File: config.mk
export PLATFORM = sky130hd
export DESIGN_NAME = tcw_fifo
export DESIGN_NICKNAME = d
export VERILOG_FILES = /design/src/rtl/tcw_fifo.sv
export SDC_FILE = /design/constraint.sdc
export NUM_CORES = 1
export LEC_CHECK = 0
export BUFFER_PORTS_ARGS = -buffer_cell sky130_fd_sc_hd__buf_2
export CAP_MARGIN = 15
export CORE_MARGIN = 5
export CORE_UTILIZATION = 50
export DETAILED_ROUTE_END_ITERATION = 10
export PLACE_DENSITY = 0.77
export SYNTH_ARGS = -nofsm -noshare
export SYNTH_HDL_FRONTEND = slang
export SYNTH_SLANG_ARGS = --single-unit
export TNS_END_PERCENT = 50
File: constraint.sdc
create_clock -name clk -period 3.6 [get_ports clk]
set_input_delay 0.72 -clock clk [delete_from_list [all_inputs] [get_ports clk]]
set_output_delay 0.72 -clock clk [all_outputs]
set_load 0.005 [all_outputs]
File: src/rtl/tcw_fifo.sv
module tcw_fifo #(
  parameter int WIDTH = 8,
  parameter int DEPTH = 2
) (
  input  logic             clk,
  input  logic             rst,
  input  logic             push,
  input  logic [WIDTH-1:0] wdata,
  output logic             full,
  input  logic             pop,
  output logic [WIDTH-1:0] rdata,
  output logic             empty
);

  localparam int PW = (DEPTH > 1) ? $clog2(DEPTH) : 1;
  localparam int NW = $clog2(DEPTH + 1);

  logic [WIDTH-1:0] store [DEPTH];
  logic [PW-1:0]    wr_ptr;
  logic [PW-1:0]    rd_ptr;
  logic [NW-1:0]    count;
  logic             do_push;
  logic             do_pop;

  assign full    = (count == NW'(DEPTH));
  assign empty   = (count == '0);
  assign do_push = push && !full;
  assign do_pop  = pop && !empty;
  assign rdata   = store[rd_ptr];

  always_ff @(posedge clk) begin
    if (rst) begin
      wr_ptr <= '0;
      rd_ptr <= '0;
      count  <= '0;
    end else begin
      if (do_push) begin
        wr_ptr <= (wr_ptr == PW'(DEPTH - 1)) ? '0 : wr_ptr + 1'b1;
      end
      if (do_pop) begin
        rd_ptr <= (rd_ptr == PW'(DEPTH - 1)) ? '0 : rd_ptr + 1'b1;
      end
      if (do_push && !do_pop) begin
        count <= count + 1'b1;
      end else if (do_pop && !do_push) begin
        count <= count - 1'b1;
      end
    end
  end

  always_ff @(posedge clk) begin
    if (do_push) begin
      store[wr_ptr] <= wdata;
    end
  end

endmodule

; Word-level counts from Yosys, hierarchy flattened
; Memory sizes are Yosys's and may differ from the RTL's. A register that Yosys moved wholly into a read port is not among the register bits.
; Cells that the tools add are included.
; W data, S select, Z words.
[word_totals]
register_bits = 4
mem_bits_rw = 16
in_bits = 12
output_inout_bits = 10
word_cells = 27
mem_count = 1
[memory_table]
columns = memory, words, width, read_ports, rd_ports_with_merged_regs, wr, line_no
row1 = store, 2, 8, 1, 1, 1, 18  ; logic [WIDTH-1:0] store [DEPTH];
[op_classes]
addsub = 4
eq_ne = 1
mux = 8
reduce_logical = 10
[op_table]
columns = operator, n
row1 = $mux W1, 6
row2 = $logic_and A1 B1 Y1, 4
row3 = $logic_not A1 Y1, 4
row4 = $mux W2, 2
row5 = $add A1 B1 Y1 const B, 2
row6 = $add A2 B1 Y2 const B, 1
row7 = $eq A2 B2 Y1 const B, 1
row8 = $logic_not A2 Y1, 1
row9 = $reduce_bool A2 Y1, 1
row10 = $sub A2 B1 Y2 const B, 1

; Depth between registers and ports, before layout
[depth]
word_depth = 7
ltp_mapped = 6
ltp_nobuf = 6

; Least setup slack after synthesis
; Ideal clock, no wire load.
[synth_path]
kind = input to register
start = input pop
end = register count[1]
setup_time_ns = 0.070
arrival_ns = 1.650
required_time_ns = 3.530
path_slack_ns = 1.880
stages = 4
path_buffers = 0
path_cell_list = o21ai_0 -> ha_1 -> or3_1 -> a21oi_1
[synth_between]
elab_chain_cells = 4
word_cells_on_any_way = 6
classes_between = 1 x mux / 5 x reduce/logical
[synth_lines]
columns = item, line_no
row1 = "start, declared", 10  ; input logic pop,
row2 = $logic_and A1 B1 Y1 (*), 28  ; assign do_pop = pop && !empty;
row3 = $logic_not A1 Y1, 43  ; if (do_push && !do_pop) begin
row4 = $logic_and A1 B1 Y1, 43
row5 = $mux W2 / $reduce_bool A2 Y1 (equally long branches), n/a
row6 = "end signal, assigned", 44  ; count <= count + 1'b1;
row7 = "end signal, assigned", 46  ; count <= count - 1'b1;
row8 = "end, declared", 21  ; logic [NW-1:0] count;
; Every way passes the cells marked *; elsewhere a longest branch is shown, timed or not.
; A chain may end at the register's enable or synchronous reset.

==> flow_summary.ini <==
[yosys]
synth_enable_flop_cells = 16
yosys_warnings = 0
synth_nets = 63
ys_top_cells_by_count = edfxtp_1, mux2_2, dfxtp_1, nor2_1
ys_types = 13
yosysTopAreaCellShare = 0.6057
syn_inst = 50
ys_seq_area_frac = 0.7319
syn_area_um2 = 793.3
synthFlopType = edfxtp_1
avgSynthCellArea_um2 = 15.87
yosysMostFrequentCell = edfxtp_1
synth_top_area_cell = edfxtp_1
synth_seq_cells = 21
async_flop_share = 0
ys_top_cells_by_area = edfxtp_1, dfxtp_1, mux2_2

[status]
status = finished clean

[setup_path]
criticalPathCategory = reg2out
endpoint_kind = output port
regToRegEndpoint = count[1]
crit_slowest_cell = dfxtp_1
worst-path-buf-inv = 1
slowest_delay_ps = 540
critical-path-top-delay-family = flip-flops
critPathLaunchType = flop
worstPathCellList = mux2_2, buf_2
rr_startpoint = count[0]
reg2regPathDepth = 4
crit_arrival_ps = 1340
critical_path_required_ps = 2880
r2r_setup_slack_ps = 2060
path_max_fanout = 8

[detailed_routing]
dr.pass1.iters = 2
vias = 454
postRouteAntennaNets = 0
drt_wl_total_mm = 1.129
first_iter_violations = 2
drc_errors = 0
viasPerCell = 5.044
post_drt_wl_per_cell_um = 12.54

[die]
start_util = 0.5266
die-area_mm2 = 0.002483
die_h_um = 49.83
core_area_mm2 = 0.001506
dieWidth_um = 49.83
num_io_pins = 22
rows = 14

[clock_network]
clk_latency_ps = 300
cts_buffer_depth = 2
postCtsHoldBufs = 0
numCtsBuffers = 3
cts_setup_buffers = 0
post_cts_resized = 0
cts_tree = yes
cts_sinks = 21
cts_root_buf = clkbuf_4
htreeDepth = 1
clk_pin_slew_worst_paths_ps = 110

[placed_design]
place_congestion = 0.7528
hpwlAfterDp_um = 864.9
dp_slack_ps = 1755
portBuffers = 21

[timing]
fmax_ghz = 0.4849
finalSetupViolCount = 0
clock_skew_ps = 3.006
slew_violations = 0
fin_crit_sh = 0.5729
setup_tns_ps = 0
hold_violations = 0
fin_crit_ps = 2062
setup_slack_ps = 1538
max_slew.worst_pin.slew_ps = 364.5
rsz0062_at_grt = no
maxSlewHeadroom = 0.7570

[power_and_ir_drop]
pwr-share-comb = 0.277
p_clk_frac = 0.174
irDropWorstVdd_v = 0.0003731
p_leak_uw = 0.0003808
swShare = 0.2816
p_seq_frac = 0.549
power_density_mw_per_mm2 = 657.8
p_int_uw = 444.7
power.switching_uw = 174.3

[grt]
grt_pass1_wl_mm = 1.897
grt_pass1_vias = 445
grt-ovfl-total = 0
grtUsageTotal = 0.1020
grt_max_degree = 13
antenna_found_initial = 0

[finish]
fill_cells = 118
syn_to_final_growth_pct = 18.61
nNetsFinal = 88
diodes = 0
drive_gt1_frac = 0.4595

[worst_hold_path]
hold_path_end = wr_ptr
hold_path_class = reg2reg
worstHoldStart = wr_ptr
min_path_cells = 2

[flow_run]
max-cap-violations = 0
-- cells in the final DEF, fill, tap and decap left out, drive strengths merged, types with 2 or more instances in the layout --
master	instances
buf	21
edfxtp	16
mux2	8
nor2	5
dfxtp	5
o21ai	3
xor2	3
clkbuf	3
inv	2
or3	2
a21oi	2
-- registers in the layout (all words and copies together) (netlist names), named ones only --
signal and flops:
store 16, count 2, rd_ptr 1, wr_ptr 1
-- final cells by class --
class | instances | area (um^2) | area share
clock buffers | 3 | 22.52 | 0.02394
clock inverters | 1 | 5.005 | 0.005319
flip-flops and latches | 21 | 580.6 | 0.6170
multi-input cells | 26 | 200.2 | 0.2128
inverters | 2 | 7.507 | 0.007979
well taps | 16 | 20.02 | 0.02128
repair buffers | 21 | 105.1 | 0.1117
-- cells by family (layout without fill, tap and decap cells) --
kind of cell	Yosys count	in the layout	share of synthesized area
muxes	8	8	0.1136
xor gates and xnor gates	3	3	0.03313
buffers and inverters	3	27	0.01577
DFF	21	21	0.7319
AOI/OAI and AO/OA	5	5	0.03154
and+or+nand+nor	9	9	0.05837
adders and majority gates	1	1	0.01577
-- metrics by stage --
stage	cell area, um^2	hold WS (ps)	util	std cells	power, uW
floorplan	793.3	451.6	-	50	456.0
global placement	913.4	465.9	0.6063	86	515.7
detailed placement	913.4	484.3	0.6063	86	521.5
CTS	940.9	502.2	0.6246	90	629.6
global route	940.9	560.9	0.6246	90	664.7
finish	940.9	505.1	0.6246	90	618.9
-- metal layers --
layer | routed length [um] | global-route usage
met1 | 465 | 0.1148
met2 | 580 | 0.1653
met3 | 73 | 0.04819
met4 | 9 | 0.03930
met5 | 0 | 0
-- power by group through the flow --
stage | Clock, uW | Combinational (uW) | Sequential [uW]
floorplan | 0 | 126 | 330
global placement | 0 | 170 | 346
detailed placement | 0 | 174 | 347
CTS | 112 | 175 | 342
global route | 124 | 193 | 348
finish | 108 | 171 | 340
-- worst min-delay path, cell delays in order, from the launching register on --
cell and delay (ps):
dfxtp_1 330, o21ai_0 80, a21oi_1 70
-- worst max-delay path by stage --
stage | depth (start not counted) | to | slack (ps) | from
final | 2 | rdata[0] | 1540 | flop
after detailed placement | 6 | count[1] | 1760 | push
after global routing | 2 | rdata[1] | 1440 | flop
after floorplan | 4 | count[1] | 1880 | pop
after CTS | 2 | rdata[0] | 1500 | flop
after global placement | 6 | count[1] | 1780 | push
No activity file was read; power rests on OpenSTA's default activity.
