**config.mk**
```make
export PLATFORM = sky130hd
export DESIGN_NAME = tcw_front
export DESIGN_NICKNAME = d
export VERILOG_FILES = /design/src/rtl/tcw_pkg.sv /design/src/rtl/tcw_fifo.sv /design/src/rtl/tcw_front.sv
export SDC_FILE = /design/constraint.sdc
export NUM_CORES = 1
export LEC_CHECK = 0
export BUFFER_PORTS_ARGS = -buffer_cell sky130_fd_sc_hd__buf_4
export CAP_MARGIN = 20
export CORE_MARGIN = 8
export CORE_UTILIZATION = 45
export CTS_BUF_LIST = sky130_fd_sc_hd__clkbuf_8
export CTS_CLUSTER_DIAMETER = 100
export DETAILED_ROUTE_END_ITERATION = 10
export GPL_TIMING_DRIVEN = 0
export PLACE_DENSITY = 0.79
export SLEW_MARGIN = 10
export SYNTH_ARGS = -nofsm -noshare
export SYNTH_HDL_FRONTEND = slang
export SYNTH_SLANG_ARGS = --single-unit
```
**constraint.sdc**
```tcl
create_clock -name clk -period 6 [get_ports clk]
set_clock_uncertainty 0.1 [all_clocks]
set_input_delay 1.2 -clock clk [delete_from_list [all_inputs] [get_ports clk]]
set_output_delay 1.2 -clock clk [all_outputs]
set_load 0.02 [all_outputs]
```
**src/rtl/tcw_pkg.sv**
```systemverilog
package tcw_pkg;

  localparam int OP_W   = 3;
  localparam int CHAR_W = 8;
  localparam int COL_W  = 7;
  localparam int ROW_W  = 5;
  localparam int ATTR_W = 8;
  localparam int CELL_W = CHAR_W + ATTR_W;

  localparam logic [OP_W-1:0] OP_PRINT  = 3'd0;
  localparam logic [OP_W-1:0] OP_CLEAR  = 3'd1;
  localparam logic [OP_W-1:0] OP_SETCUR = 3'd2;
  localparam logic [OP_W-1:0] OP_PUT    = 3'd3;
  localparam logic [OP_W-1:0] OP_READ   = 3'd4;

  localparam logic [CHAR_W-1:0] CHAR_BS    = 8'd8;
  localparam logic [CHAR_W-1:0] CHAR_TAB   = 8'd9;
  localparam logic [CHAR_W-1:0] CHAR_LF    = 8'd10;
  localparam logic [CHAR_W-1:0] CHAR_CR    = 8'd13;
  localparam logic [CHAR_W-1:0] PRINT_LOW  = 8'd32;
  localparam logic [CHAR_W-1:0] PRINT_HIGH = 8'd126;
  localparam logic [CHAR_W-1:0] BLANK_CHAR = 8'h20;
  localparam logic [ATTR_W-1:0] RESET_ATTR = 8'h07;
  localparam logic [7:0]        TAB_MASK   = 8'd3;

  typedef enum logic [3:0] {
    CMD_NOP,
    CMD_CR,
    CMD_LF,
    CMD_TAB,
    CMD_BS,
    CMD_CHAR,
    CMD_CLEAR,
    CMD_SETCUR,
    CMD_PUT,
    CMD_READ
  } cmd_kind_t;

  typedef struct packed {
    cmd_kind_t         kind;
    logic [CHAR_W-1:0] ch;
    logic [COL_W-1:0]  col;
    logic [ROW_W-1:0]  row;
    logic [ATTR_W-1:0] attr;
  } cmd_t;

  typedef struct packed {
    logic [COL_W-1:0]  cursor_col;
    logic [ROW_W-1:0]  cursor_row;
    logic [CHAR_W-1:0] read_char;
    logic              did_scroll;
  } res_t;

  typedef enum logic [2:0] {
    ST_INIT,
    ST_IDLE,
    ST_BS_WRITE,
    ST_READ_WAIT,
    ST_SCROLL,
    ST_CLEAR,
    ST_RESULT
  } state_t;

endpackage

```
**src/rtl/tcw_fifo.sv**
```systemverilog
module tcw_fifo #(
  parameter int WIDTH = 8,
  parameter int DEPTH = 2
) (
  input  logic             clk,
  input  logic             rst,
  input  logic             push,
  input  logic [WIDTH-1:0] wdata,
  output logic             full,
  input  logic             pop,
  output logic [WIDTH-1:0] rdata,
  output logic             empty
);

  localparam int PW = (DEPTH > 1) ? $clog2(DEPTH) : 1;
  localparam int NW = $clog2(DEPTH + 1);

  logic [WIDTH-1:0] store [DEPTH];
  logic [PW-1:0]    wr_ptr;
  logic [PW-1:0]    rd_ptr;
  logic [NW-1:0]    count;
  logic             do_push;
  logic             do_pop;

  assign full    = (count == NW'(DEPTH));
  assign empty   = (count == '0);
  assign do_push = push && !full;
  assign do_pop  = pop && !empty;
  assign rdata   = store[rd_ptr];

  always_ff @(posedge clk) begin
    if (rst) begin
      wr_ptr <= '0;
      rd_ptr <= '0;
      count  <= '0;
    end else begin
      if (do_push) begin
        wr_ptr <= (wr_ptr == PW'(DEPTH - 1)) ? '0 : wr_ptr + 1'b1;
      end
      if (do_pop) begin
        rd_ptr <= (rd_ptr == PW'(DEPTH - 1)) ? '0 : rd_ptr + 1'b1;
      end
      if (do_push && !do_pop) begin
        count <= count + 1'b1;
      end else if (do_pop && !do_push) begin
        count <= count - 1'b1;
      end
    end
  end

  always_ff @(posedge clk) begin
    if (do_push) begin
      store[wr_ptr] <= wdata;
    end
  end

endmodule

```
**src/rtl/tcw_front.sv**
```systemverilog
module tcw_front #(
  parameter int COLS = 80,
  parameter int ROWS = 25
) (
  input  logic                       clk,
  input  logic                       rst,
  input  logic                       hold,
  input  logic                       push,
  output logic                       full,
  input  logic [tcw_pkg::OP_W-1:0]   opcode,
  input  logic [tcw_pkg::CHAR_W-1:0] char_code,
  input  logic [tcw_pkg::COL_W-1:0]  col,
  input  logic [tcw_pkg::ROW_W-1:0]  row,
  input  logic [tcw_pkg::ATTR_W-1:0] cell_attr,
  input  logic                       cmd_pop,
  output tcw_pkg::cmd_t              cmd,
  output logic                       cmd_empty
);

  tcw_pkg::cmd_t       cls;
  tcw_pkg::cmd_kind_t  print_kind;
  logic                in_range;
  logic                q_full;
  logic                q_push;

  assign in_range = (int'(col) < COLS) && (int'(row) < ROWS);

  always_comb begin
    unique case (char_code)
      tcw_pkg::CHAR_CR:  print_kind = tcw_pkg::CMD_CR;
      tcw_pkg::CHAR_LF:  print_kind = tcw_pkg::CMD_LF;
      tcw_pkg::CHAR_TAB: print_kind = tcw_pkg::CMD_TAB;
      tcw_pkg::CHAR_BS:  print_kind = tcw_pkg::CMD_BS;
      default: begin
        if (char_code >= tcw_pkg::PRINT_LOW && char_code <= tcw_pkg::PRINT_HIGH) begin
          print_kind = tcw_pkg::CMD_CHAR;
        end else begin
          print_kind = tcw_pkg::CMD_NOP;
        end
      end
    endcase
  end

  // Turn set cursor, put and read at out-of-range positions into no-ops here so the back end never acts on them.
  always_comb begin
    cls.ch   = char_code;
    cls.col  = col;
    cls.row  = row;
    cls.attr = cell_attr;
    unique case (opcode)
      tcw_pkg::OP_PRINT:  cls.kind = print_kind;
      tcw_pkg::OP_CLEAR:  cls.kind = tcw_pkg::CMD_CLEAR;
      tcw_pkg::OP_SETCUR: cls.kind = in_range ? tcw_pkg::CMD_SETCUR : tcw_pkg::CMD_NOP;
      tcw_pkg::OP_PUT:    cls.kind = in_range ? tcw_pkg::CMD_PUT : tcw_pkg::CMD_NOP;
      tcw_pkg::OP_READ:   cls.kind = in_range ? tcw_pkg::CMD_READ : tcw_pkg::CMD_NOP;
      default:            cls.kind = tcw_pkg::CMD_NOP;
    endcase
  end

  assign full   = q_full || hold;
  assign q_push = push && !full;

  tcw_fifo #(
    .WIDTH($bits(tcw_pkg::cmd_t)),
    .DEPTH(2)
  ) u_cmd_q (
    .clk  (clk),
    .rst  (rst),
    .push (q_push),
    .wdata(cls),
    .full (q_full),
    .pop  (cmd_pop),
    .rdata(cmd),
    .empty(cmd_empty)
  );

endmodule

```
# Word level (Yosys, flattened, before mapping)

Memories as Yosys holds them, arrays and structs flattened. A register that Yosys moved wholly into a read port is not among the register bits.
Cells that the tools add are included.
Widths: inputs -> output; s select.

Bits in registers: 4
Memory bits (writable): 64
Input port bits: 36
Output and inout bits: 34
Word-level logic and storage cells: 51
Memories kept: 1

Add/sub/neg operators: 4
$lt $le $gt $ge: 4
Equal/unequal tests: 9
Mux-type cells: 14
Reductions and logical operators: 16

Memories:

| memory        | words | width | read ports | clocked after Yosys merged registers in | wr ports | line           | source |
|---|---|---|---|---|---|---|---|
| u_cmd_q.store | 2     | 32    | 1          | 1                                       | 1        | tcw_fifo.sv:18 | `logic [WIDTH-1:0] store [DEPTH];` |

Operator list:

| operator            | number |
|---|---|
| $eq 8x4->1 const B  | 4 |
| $pmux 4 s5          | 1 |
| $pmux 3 s4          | 1 |
| $ge 8x6->1 const B  | 1 |
| $le 8x7->1 const B  | 1 |
| $mux 4              | 2 |
| $logic_and 1x1->1   | 7 |
| $lt 7x7->1 const B  | 1 |
| $eq 3x2->1 const B  | 2 |
| $mux 1              | 6 |
| $mux 3              | 2 |
| $logic_not 1->1     | 5 |
| $lt 5x5->1 const B  | 1 |
| $mux 2              | 2 |
| $eq 3x1->1 const B  | 1 |
| $eq 3x3->1 const B  | 1 |
| $logic_not 3->1     | 1 |
| $add 1x1->1 const B | 2 |
| $add 2x1->2 const B | 1 |
| $eq 2x2->1 const B  | 1 |
| $logic_not 2->1     | 1 |
| $reduce_bool 2->1   | 1 |
| $sub 2x1->2 const B | 1 |
| $logic_or 1x1->1    | 1 |

# Longest topological paths before layout

Gate-level depths: netlist of run 1.

Word-level depth: 9
Gate-level depth with buffers: 6
Mapped depth without buffers: 6

# By module

Synthesis of run 1 repeated with hierarchy kept, for this count alone.

Cells, all modules: 156
Area, all modules: 2,728.9 um^2

By module, submodules not included:

| module    | instances | cells an instance | area an instance (um^2) | seq. area each (um^2) |
|---|---|---|---|---|
| tcw_fifo  | 1         | 125               | 2,526.2                 | 2,021.9 |
| tcw_front | 1         | 31                | 202.7                   | 0.0 |

# Worst setup path before layout of run 1

OpenSTA, ideal clock, no wires.

Path type: input to register
Start: input hold
End: memory u_cmd_q.store[0][0] in the netlist's numbering (enable)
Setup time: 0.461 ns
Arrival: 3.652 ns
Path slack: 1.787 ns
Stages: 3
Path buffers: 0
Path through: a21oi_1 -> inv_1 -> nor3_1

Cells in the longest elaborated chain, start to end: 6

Ends and longest elaborated chain:

| what                         | line            | source |
|---|---|---|
| start: declaration           | tcw_front.sv:7  | `input logic hold,` |
| $logic_or 1x1->1             | tcw_front.sv:60 | `assign full = q_full \|\| hold;` |
| named net full               | tcw_front.sv:9  | `output logic full,` |
| $logic_not 1->1              | tcw_front.sv:61 | `assign q_push = push && !full;` |
| $logic_and 1x1->1            | tcw_front.sv:61 |  |
| $logic_and 1x1->1            | tcw_fifo.sv:27  | `assign do_push = push && !full;` |
| $mux 1                       | tcw_fifo.sv:52  | `if (do_push) begin` |
| $mux 1 (not written as such) | tcw_fifo.sv:53  | `store[wr_ptr] <= wdata;` |
| end: declaration             | tcw_fifo.sv:18  |  |

The timed path passes the listed nets, and every way through them passes these cells.

# Worst setup path in the final report of run 1

Start: input hold
End: output full

Cells in the longest elaborated chain, start to end: 1

Ends and longest elaborated chain:

| what             | line |
|---|---|
| $logic_or 1x1->1 | tcw_front.sv:60 |
| end: declaration | tcw_front.sv:9 |

No other way between the ends.

==> metrics.yaml, run 1 <==
outcome:
  status: "finished clean"
yosys:
  syn_area_um2: 2740
  ys_types: 30
  synth_seq_area_share_pct: 73.9
  synthTopCellsByArea: "edfxtp_1, mux2_2, dfxtp_1"
  synthCells: 161
  synth_top_cell_area_share_pct: 70.2
  yosysTopAreaCell: "edfxtp_1"
  synth_nets: 198
  ys_ff_latch: 69
  yosys_warnings: 0
  avgSynthCellArea_um2: 17.0
job:
  max_cap_violations: 0
cells_and_area:
  fin_area_um2: 3550
  final_cell_mix: "buf_4, edfxtp_1, mux2_2"
  nNetsFinal: 280
  antenna_cells: 0
  final_util_pct: 60.4
  drive_gt1_share_pct: 49.6
  final_common_cell: "buf_4"
  area.growth.synth_to_final_pct: 29.9
placed_design:
  place_hpwl_mm: 3.79
  port_buffers: 68
  dpl-instance-area_um2: 3370
  routabilityCongestion: 0.743
die:
  rows: 28
  coreArea_um2: 5890
  die_width_um: 94.0
  dieArea_um2: 8830
  die_y_um: 94.0
  io_pins: 70
  start_util_pct: 46.5
setup_path:
  reg2reg_to: "u_cmd_q.store[1][30]"
  crit_required_ps: 4700
  setup.worst_path.end_class: "primary output"
  r2r_slack_ps: 3840
  start_kind: "primary input"
  ff2ff_path_depth: 3
  setup.worst_path.class: "primary input to primary output"
  rr_startpoint: "u_cmd_q.count[0]"
  crit_arrival_ps: 1690
  crit_fanout: 2
sta:
  min_period_ps: 2990
  hold_viol: 0
  setup_tns_ps: 0
  slew_violations: 0
  fmax_mhz: 334
  finalSetupViolCount: 0
  worst_pin_slew_ps: 803
  relSlewSlack_pct: 46.5
  rsz0062_at_grt: "no"
  min_period_over_period_pct: 49.9
detailed_routing:
  drc: 0
  drtAntennaViolNets: 0
  vias: 1612
  drt_pre_antenna_iters: 4
  drt_wl_total_mm: 5.22
  routedWlPerCell_um: 16.2
  drtIter0Drc: 38
  via_per_inst: 4.99
clocking:
  cts_tree: "built"
  cts_buffers: 9
  cts_setup_buffers: 0
  holdBufCountCts: 0
  clock-sinks: 69
  cts.path.max_buffers: 2
  htreeDepth: 3
  root_buffer: "clkbuf_8"
  clkSlewWorstSetupHoldPaths_ps: 70
  clkLatencyLatePin_ps: 330
  post_cts_resized: 0
worst_hold_path:
  worstHoldEndpoint: "u_cmd_q.rd_ptr"
  worstHoldStart: "u_cmd_q.rd_ptr"
  hold_path_depth: 2
  hold_path.class: "register to register"
power_and_ir_drop:
  p_seq_share_pct: 43.6
  pwr-share-clk_pct: 25.2
  power_density_nw_per_um2: 385
  p_leak_nw: 1.32
  switchingPower_mw: 0.404
  p_int_mw: 0.964
  vdd_drop_max_mv: 0.159
  comb_power_share_pct: 31.2
  switching_share_pct: 29.5
grt:
  antenna_found_initial: 0
  grt_max_degree: 33
  grt-ovfl-total: 0
  globalRouteTotalUtil_pct: 12.6
  grt_pass1_wl_mm: 8.42
  grt_pass1_vias: 1727
[power groups by stage]
| stage | logic (mW) | clock network (mW) | registers [mW] |
|---|---|---|---|
| after floorplan | 0.262 | 0 | 0.605 |
| after global routing | 0.463 | 0.375 | 0.602 |
| after CTS | 0.436 | 0.353 | 0.597 |
| final | 0.426 | 0.345 | 0.597 |
| after detailed placement | 0.434 | 0 | 0.607 |
| after global placement | 0.421 | 0 | 0.609 |
[cell usage after synthesis, drive strengths merged]
master / number
nand4: 1
o311ai: 1
nor3: 3
or2: 1
o21ai: 3
nor2: 12
o211ai: 1
edfxtp: 64
nand2b: 1
nand2: 5
a221oi: 1
a211oi: 1
xor2: 3
o22ai: 1
mux2i: 2
o22a: 1
a21oi: 3
inv: 4
or3: 2
ha: 1
nand3: 1
mux2: 32
dfxtp: 5
o221ai: 1
clkbuf: 3
and2: 1
nor4: 1
xnor2: 3
buf: 3
[per-layer routing]
layer	part of all wire, %	track usage, %
met1	43	14.5
met2	51	21.0
met3	3.8	3.12
met4	2.2	7.13
met5	0	0
[cell type report]
cell class	instances	area [um2]
fillers	479	2330
flip-flops and latches	69	2020
multi-input cells	82	679
repair buffers	71	537
clock buffers	9	124
well taps	75	93.8
clock inverters	7	57.6
plain buffers	6	26.3
inverters	4	15.0
[critical path: stages]
cell,delay [ps]
buf_4,110
a21oi_1,130
inv_1,90
buf_4,160
[sequential cells by signal, indices dropped and copies added (netlist names), named ones only]
signal	cells
u_cmd_q.count	2
u_cmd_q.wr_ptr	1
u_cmd_q.store	64
u_cmd_q.rd_ptr	1
[metrics by stage]
stage          hold slack [ps]  instances  total power [mW]  worst slack [ps]
4_1_cts                    416        323              1.39              3000
6_report                   418        323              1.37              3010
2_1_floorplan              372        161             0.867              1790
5_1_grt                    446        323              1.44              2930
3_5_place_dp               398        307              1.04              3010
3_3_place_gp               387        304              1.03               534
[worst max path at each step]
stage | startpoint | slack, ps | end
2_1_floorplan | hold | 1790 | u_cmd_q.store[0][0]
3_3_place_gp | hold | 530 | u_cmd_q.store[0][5]
3_5_place_dp | hold | 3010 | full
4_1_cts | register | 3000 | cmd[25]
5_1_grt | register | 2930 | cmd[16]
6_report | hold | 3010 | full
[cell families (layout without fill, tap and decap cells)]
family / count (synthesis) / in the layout / synth area share, %
flops: 69 / 69 / 73.9
mux: 34 / 34 / 13.9
simple gates: 28 / 28 / 4.89
compound gates: 13 / 13 / 3.43
buf+inv: 10 / 97 / 1.51
xor+xnor: 6 / 6 / 1.92
fa+ha+maj: 1 / 1 / 0.457
No activity file was read; power rests on OpenSTA's default activity.
==> run 2: changes to the inputs <==
- clock period: 6 -> 2.9 ns (I/O delays scaled with it)
==> metrics.yaml, run 2 (same netlist as run 1, synthesis figures left out) <==
outcome:
  status: "finished clean"
die:
  coreArea_um2: 5890
  io_pins: 70
  dieArea_um2: 8830
  die_y_um: 94.0
  start_util_pct: 46.5
  die_width_um: 94.0
  rows: 28
worst_hold_path:
  hold_path.class: "primary input to register"
  hold_path_depth: 1
  worstHoldStart: "cell_attr[4]"
  worstHoldEndpoint: "u_cmd_q.store[1][4]"
cells_and_area:
  final_util_pct: 60.8
  nNetsFinal: 279
  final_common_cell: "buf_4"
  area.growth.synth_to_final_pct: 30.8
  reg_top3: "u_cmd_q.store x64, u_cmd_q.count x2"
  drive_gt1_share_pct: 49.8
  layout.cells.non_filler: 322
  final_cell_mix: "buf_4, edfxtp_1, mux2_2"
  fin_area_um2: 3580
  largest_reg_flops: 64
  largest-register: "u_cmd_q.store"
  nFillCells: 474
  antenna_cells: 0
placed_design:
  routabilityCongestion: 0.730
  place_hpwl_mm: 3.87
  place_ws_ps: 504
  dp.cells: 306
  port_buffers: 68
  dpl-instance-area_um2: 3400
power_and_ir_drop:
  switchingPower_mw: 0.847
  p_leak_nw: 1.33
  power_density_nw_per_um2: 797
  switching_share_pct: 29.7
  vdd_drop_max_mv: 0.409
  p_seq_share_pct: 43.3
  p_int_mw: 2.00
  pwr-share-clk_pct: 25.4
  comb_power_share_pct: 31.3
grt:
  grt-ovfl-total: 0
  grt_pass1_vias: 1741
  grt_max_degree: 33
  antenna_found_initial: 0
  globalRouteTotalUtil_pct: 13.2
  grt_pass1_wl_mm: 8.58
setup_path:
  slowest_delay_ps: 380
  rr_startpoint: "u_cmd_q.count[0]"
  ff2ff_path_depth: 3
  crit_chain: "clkbuf_1, buf_2, mux2_2, buf_4"
  crit_fanout: 10
  crit_required_ps: 2220
  setup.worst_path.class: "register to primary output"
  r2r_slack_ps: 730
  start_kind: "register"
  cp_slowest_cell: "mux2_2"
  crit_family: "buffers and inverters"
  setup.worst_path.end_class: "primary output"
  critical_path_buf_inv_count: 3
  reg2reg_to: "u_cmd_q.store[1][5]"
  crit_arrival_ps: 1660
clocking:
  clock-sinks: 69
  root_buffer: "clkbuf_8"
  htreeDepth: 3
  holdBufCountCts: 0
  cts_buffers: 9
  post_cts_resized: 0
  cts_setup_buffers: 0
  cts.path.max_buffers: 2
  cts_tree: "built"
  clkLatencyLatePin_ps: 330
  clkSlewWorstSetupHoldPaths_ps: 80
sta:
  fmax_mhz: 428
  slew_violations: 0
  rsz0062_at_grt: "no"
  worst_pin_slew_ps: 784
  min_period_ps: 2340
  hold_viol: 0
  final.setup.worst_slack_ps: 563
  finalSetupViolCount: 0
  relSlewSlack_pct: 47.7
  min_period_over_period_pct: 80.6
detailed_routing:
  via_per_inst: 4.95
  drtIter0Drc: 89
  drt_wl_total_mm: 5.30
  routedWlPerCell_um: 16.4
  drt_pre_antenna_iters: 4
  drc: 0
  vias: 1593
  drtAntennaViolNets: 0
job:
  max_cap_violations: 0
## run 2: cell type report
| class | count | area (um2) | area share (%) |
|---|---|---|---|
| tap | 75 | 93.8 | 2.62 |
| sequential | 69 | 2020 | 56.5 |
| buffer | 6 | 26.3 | 0.734 |
| clock inverter | 7 | 58.8 | 1.64 |
| timing repair buffer | 70 | 553 | 15.5 |
| clock buffer | 9 | 124 | 3.46 |
| multi-input combinational | 82 | 686 | 19.2 |
| inverter | 4 | 15.0 | 0.420 |
## run 2: per-stage QoR
step | setup TNS (ps) | hold WS [ps] | total power [mW]
3_5_place_dp | 0 | 391 | 2.17
6_report | 0 | 327 | 2.85
4_1_cts | 0 | 311 | 2.89
2_1_floorplan | 0 | 372 | 1.79
5_1_grt | 0 | 307 | 3.00
3_3_place_gp | -14460 | 387 | 2.13
## run 2: worst max-delay path by stage
stage | start | end | slack, ps | cells past startpoint
floorplan | hold | u_cmd_q.store[0][0] | 290 | 3
global placement | hold | u_cmd_q.store[0][3] | -450 | 4
detailed placement | hold | u_cmd_q.store[1][5] | 500 | 3
CTS | register | cmd[31] | 510 | 4
global route | register | cmd[31] | 400 | 4
finish | register | cmd[21] | 560 | 4
## run 2: power by group through the flow
stage	clock, mW	combinational, mW	sequential, mW
floorplan	0	0.544	1.25
global placement	0	0.872	1.26
detailed placement	0	0.913	1.26
CTS	0.739	0.916	1.24
global route	0.782	0.973	1.24
finish	0.723	0.893	1.24
## run 2: per-layer routing
metal | share of wire, % | track usage [%]
met1 | 41 | 14.0
met2 | 52 | 22.2
met3 | 4.2 | 3.60
met4 | 3.0 | 9.25
met5 | 0 | 0
